<file path="src/design/tbcbe_ram.sv">
// Generic single-write, single-read synchronous RAM with registered read data.
// Standalone; holds the coefficient words and the band delay terms.
`default_nettype none

module tbcbe_ram #(
	parameter int WIDTH  = 32,
	parameter int DEPTH  = 27,
	parameter int ADDR_W = (DEPTH > 1) ? $clog2(DEPTH) : 1
) (
	input  wire logic              clk,
	input  wire logic              we,
	input  wire logic [ADDR_W-1:0] waddr,
	input  wire logic [WIDTH-1:0]  wdata,
	input  wire logic [ADDR_W-1:0] raddr,
	output logic      [WIDTH-1:0]  rdata
);

	logic [WIDTH-1:0] mem_q [DEPTH];

	always_ff @(posedge clk) begin
		if (we) begin
			mem_q[waddr] <= wdata;
		end
		rdata <= mem_q[raddr];
	end

endmodule

`default_nettype wire

</file>
<file path="config.mk">
export PLATFORM = sky130hd
export DESIGN_NAME = tbcbe_ram
export DESIGN_NICKNAME = d
export VERILOG_FILES = /design/src/design/tbcbe_ram.sv
export SDC_FILE = /design/constraint.sdc
export NUM_CORES = 1
export LEC_CHECK = 0
export BUFFER_PORTS_ARGS = -buffer_cell sky130_fd_sc_hd__buf_2
export CAP_MARGIN = 25
export CORE_MARGIN = 2
export CORE_UTILIZATION = 50
export CTS_CLUSTER_SIZE = 16
export DETAILED_ROUTE_END_ITERATION = 12
export PLACE_DENSITY = 0.74
export SYNTH_ARGS = -nofsm -noshare
export SYNTH_HDL_FRONTEND = slang
export SYNTH_SLANG_ARGS = --single-unit
</file>
<file path="constraint.sdc">
create_clock -name clk -period 5.3 [get_ports clk]
set_input_delay 0.53 -clock clk [delete_from_list [all_inputs] [get_ports clk]]
set_output_delay 0.53 -clock clk [all_outputs]
set_load 0.1 [all_outputs]
</file>
After elaboration in Yosys (flattened, before gate mapping)

Memory sizes are Yosys's and may differ from the RTL's. A register that Yosys moved wholly into a read port is not among the register bits.
Index checks and enable logic that the tools add are counted.

Register bits: 0
RAM bits: 864
Bits of input ports: 44
Output and inout bits: 32
Word-level logic and storage cells: 3
Memories: 1

Memory list:

| name  | words | bits a word | read ports | clocked after memory_dff | write ports | RTL line | RTL |
|---|---|---|---|---|---|---|---|
| mem_q | 27    | 32          | 1          | 1                        | 1           | 18       | `logic [WIDTH-1:0] mem_q [DEPTH];` |

Muxes and demuxes: 2

Operators with widths:

| operator | number |
|---|---|
| $mux W1  | 2 |

Logic depth before layout (Yosys ltp)

Word-level depth: 2
Gate-level depth with buffers: 6
Depth with buffers taken out: 3

Worst setup path after synthesis

No wires, ideal clock.

Path type: in2reg
From: input waddr[0]
To: memory mem_q[20][0], enable pin
Setup time: 421 ps
Data arrival time: 2,528 ps
Setup slack: 2,351 ps
Stages: 3
Cell sequence: or3b_2 > clkbuf_1 > nor2_1

RTL lines:

| what            | RTL line | RTL |
|---|---|---|
| start, declared | 12       | `input wire logic [ADDR_W-1:0] waddr,` |
| end, declared   | 18       |  |

Straight into the memory's write port.

Worst setup path after layout

From: input waddr[1]
To: memory mem_q[5][1], enable pin

Straight into the memory's write port.

==> run_results.csv <==
group,metric,value,unit
critical_path,r2r-start,"mem_q[0][8]",
critical_path,crit_buf_inv,2,
global_routing,grt_max_degree,90,
power_and_ir_drop,p_comb_frac,0.062,
final_layout,multiInputGateArea,6870,um^2
cts,clk_path_buf_depth,3,
critical_path,cp.required,5.60,ns
global_routing,antenna_found_initial,4,
timing,tns,0,ns
yosys,synth_top_area_share,0.772,
power_and_ir_drop,p_per_area,386,nW/um^2
critical_path,r2r_cells,3,
critical_path,cp.arrival,2.91,ns
cts,htree_levels,3,
drt,ant_nets,0,
yosys,synth.distinct_cells,14,
final_layout,fin_util,0.569,
drt,drt_iter0_markers,2044,
place,io_buffers,75,
power_and_ir_drop,vdd_drop_max,0.253,mV
yosys,synth_top_cell_by_area,"edfxtp_1",
global_routing,grtUsageTotal,0.224,
yosys,ys.warnings.count,0,
final_layout,drive_gt1_frac,0.382,
floorplan,io_pins,76,
worst_hold_path,min_from,"wdata[22]",
yosys,synth.top_cells.by_area,"edfxtp_1, mux4_2, mux2_2, dfxtp_1, buf_6",
yosys,ys_ff_latch,896,
place,place_congestion,0.752,
final_layout,register_area,26600,um^2
global_routing,grt_pass1_wl,111,mm
drt,drt_wl_total,76.2,mm
timing,period_share,0.493,
drt,drc_errors,0,
worst_hold_path,hold_class,"input pin to flip-flop",
critical_path,crit_family,"simple AND/OR/NAND/NOR gates",
cts,cts_tree,"built",
timing,hold_violations,0,
critical_path,startpoint_type,"input pin",
place,dp.cells,2245,
floorplan,dieArea,69300,um^2
timing,fmax,0.383,GHz
power_and_ir_drop,power.leakage,11.9,nW
cts,clkSlewWorstSetupHoldPaths,0.06,ns
cts,cts.sinks,896,
floorplan,start_util,0.502,
outcome,status,"completed",
floorplan,row_count,95,
place,post-place-ws,2.10,ns
timing,tightestPinTransition,1.10,ns
power_and_ir_drop,power.total,14.7,mW
global_routing,grt-ovfl-total,0,
yosys,post_synth.cell_area_avg,25.5,um^2
final_layout,area_growth,13.3,%
critical_path,crit_path_max_incr_delay,1.12,ns
flow_run,cap_violations,0,
timing,fin_skew,0.0215,ns
power_and_ir_drop,p_switching,3.16,mW
cts,root_buffer,"clkbuf_16",
global_routing,grt_pass1_vias,15700,
critical_path,regToRegSetupSlack,3.45,ns
floorplan,coreArea,66900,um^2
power_and_ir_drop,power_frac_clock,0.400,
cts,ctsHoldBuffers,0,
critical_path,r2r-end,"rdata[8]",
power_and_ir_drop,internal-power,11.5,mW
worst_hold_path,whs_path_depth,1,
cts,cts_buffers,87,
drt,viasPerCell,6.27,
power_and_ir_drop,swShare,0.215,
place,dpl_cell_area,35400,um^2
floorplan,die_height,263,um
critical_path,path_max_fanout,22,
yosys,synth_fp_nets,1364,
cts,clk_latency,0.63,ns
drt,vias,15100,
critical_path,crit_slowest_cell,"nor2_4",
drt,avgRoutedWirePerCell,31.7,um
cts,cts_setup_buffers,0,
timing,final_max_slew_viol_count,0,
final_layout,fillCellCount,4585,
place,hpwl,39.9,mm
yosys,synthCells,1320,
yosys,synth_area,33600,um^2
floorplan,die_x,263,um
yosys,ys_seq_area_frac,0.791,
final_layout,final_cells,2407,
timing,hold_ws,0.353,ns
final_layout,final_nets,1508,
final_layout,fin_area,38100,um^2
timing,slew_headroom,0.262,
drt,drtPass1Iterations,5,
timing,rsz0062_at_grt,"false",
cts,ctsResizeCount,0,
timing,post-route-min-period,2.61,ns
critical_path,crit_path_end_kind,"flip-flop",
critical_path,crit_chain,"buf_2 > nand3b_1 > nor2_4 > buf_4",
critical_path,crit_type,"input pin to flip-flop",
power_and_ir_drop,seqPwrFrac,0.538,
timing,layout_setup_ws,2.69,ns
worst_hold_path,whs_endpoint,"mem_q[26][22]",
timing,setup_viol,0,
-- final cells by class --
cell class | count | area share
well taps | 873 | 0.0287
diodes | 2 | 0.000131
clock buffers | 121 | 0.0621
clock inverters | 36 | 0.00824
multi-input cells | 359 | 0.180
flip-flops and latches | 896 | 0.698
repair buffers | 120 | 0.0228
-- cells by family after synthesis --
| logic type | Yosys count | synth area share |
|---|---|---|
| simple gates | 39 | 0.00547 |
| flops | 896 | 0.791 |
| mux | 320 | 0.193 |
| buf+inv | 65 | 0.0109 |
-- cells in the final DEF (no fill, tap or decap), types with 5 or more instances in the layout --
master / count
buf_12: 9
buf_2: 71
buf_4: 37
bufinv_16: 5
clkbuf_1: 29
clkbuf_16: 88
clkbuf_8: 5
clkinv_1: 13
clkinv_2: 13
dfxtp_1: 32
edfxtp_1: 864
mux2_2: 64
mux4_2: 256
nand3b_1: 5
nor2_4: 27
-- power by group through the flow --
stage	clock network, mW	logic, mW	registers (mW)
CTS	5.96	0.915	7.91
global placement	0	0.893	8.06
global route	6.22	0.952	7.92
detailed placement	0	0.910	8.06
finish	5.89	0.908	7.91
floorplan	0	0.406	8.28
-- registers in the layout, summed over array words and instances (netlist names) --
name / count
mem_q: 864
rdata: 32
-- synth_stat cells --
master    count
nand2_1       1
dfxtp_1      32
nor2_1       28
or3_1         1
buf_6        15
buf_2         9
or3b_2        3
nand3_1       1
mux2_2       64
mux4_2      256
edfxtp_1    864
buf_1        11
nand3b_1      5
clkbuf_1     30
-- how the worst max path moves through the flow --
stage | startpoint | end | slack, ns | cells past startpoint
2_1_floorplan | waddr[0] | mem_q[20][0] | 2.35 | 3
5_1_grt | waddr[0] | mem_q[26][30] | 2.65 | 4
3_3_place_gp | waddr[1] | mem_q[1][1] | 2.12 | 4
3_5_place_dp | waddr[1] | mem_q[5][29] | 2.10 | 4
6_report | waddr[1] | mem_q[5][1] | 2.69 | 4
4_1_cts | waddr[1] | mem_q[5][1] | 2.75 | 4
-- metal layers --
metal | global-route usage | part of all wire | up-vias | routed length (um)
met4 | 0.0683 | 0.024 | 4 | 1840
met3 | 0.0418 | 0.086 | 124 | 6520
met2 | 0.367 | 0.50 | 814 | 38300
li1 | - | - | 6012 | -
met1 | 0.311 | 0.39 | 8145 | 29600
met5 | 0 | 0.00030 | - | 23
Power figures use the tool's default switching activity.
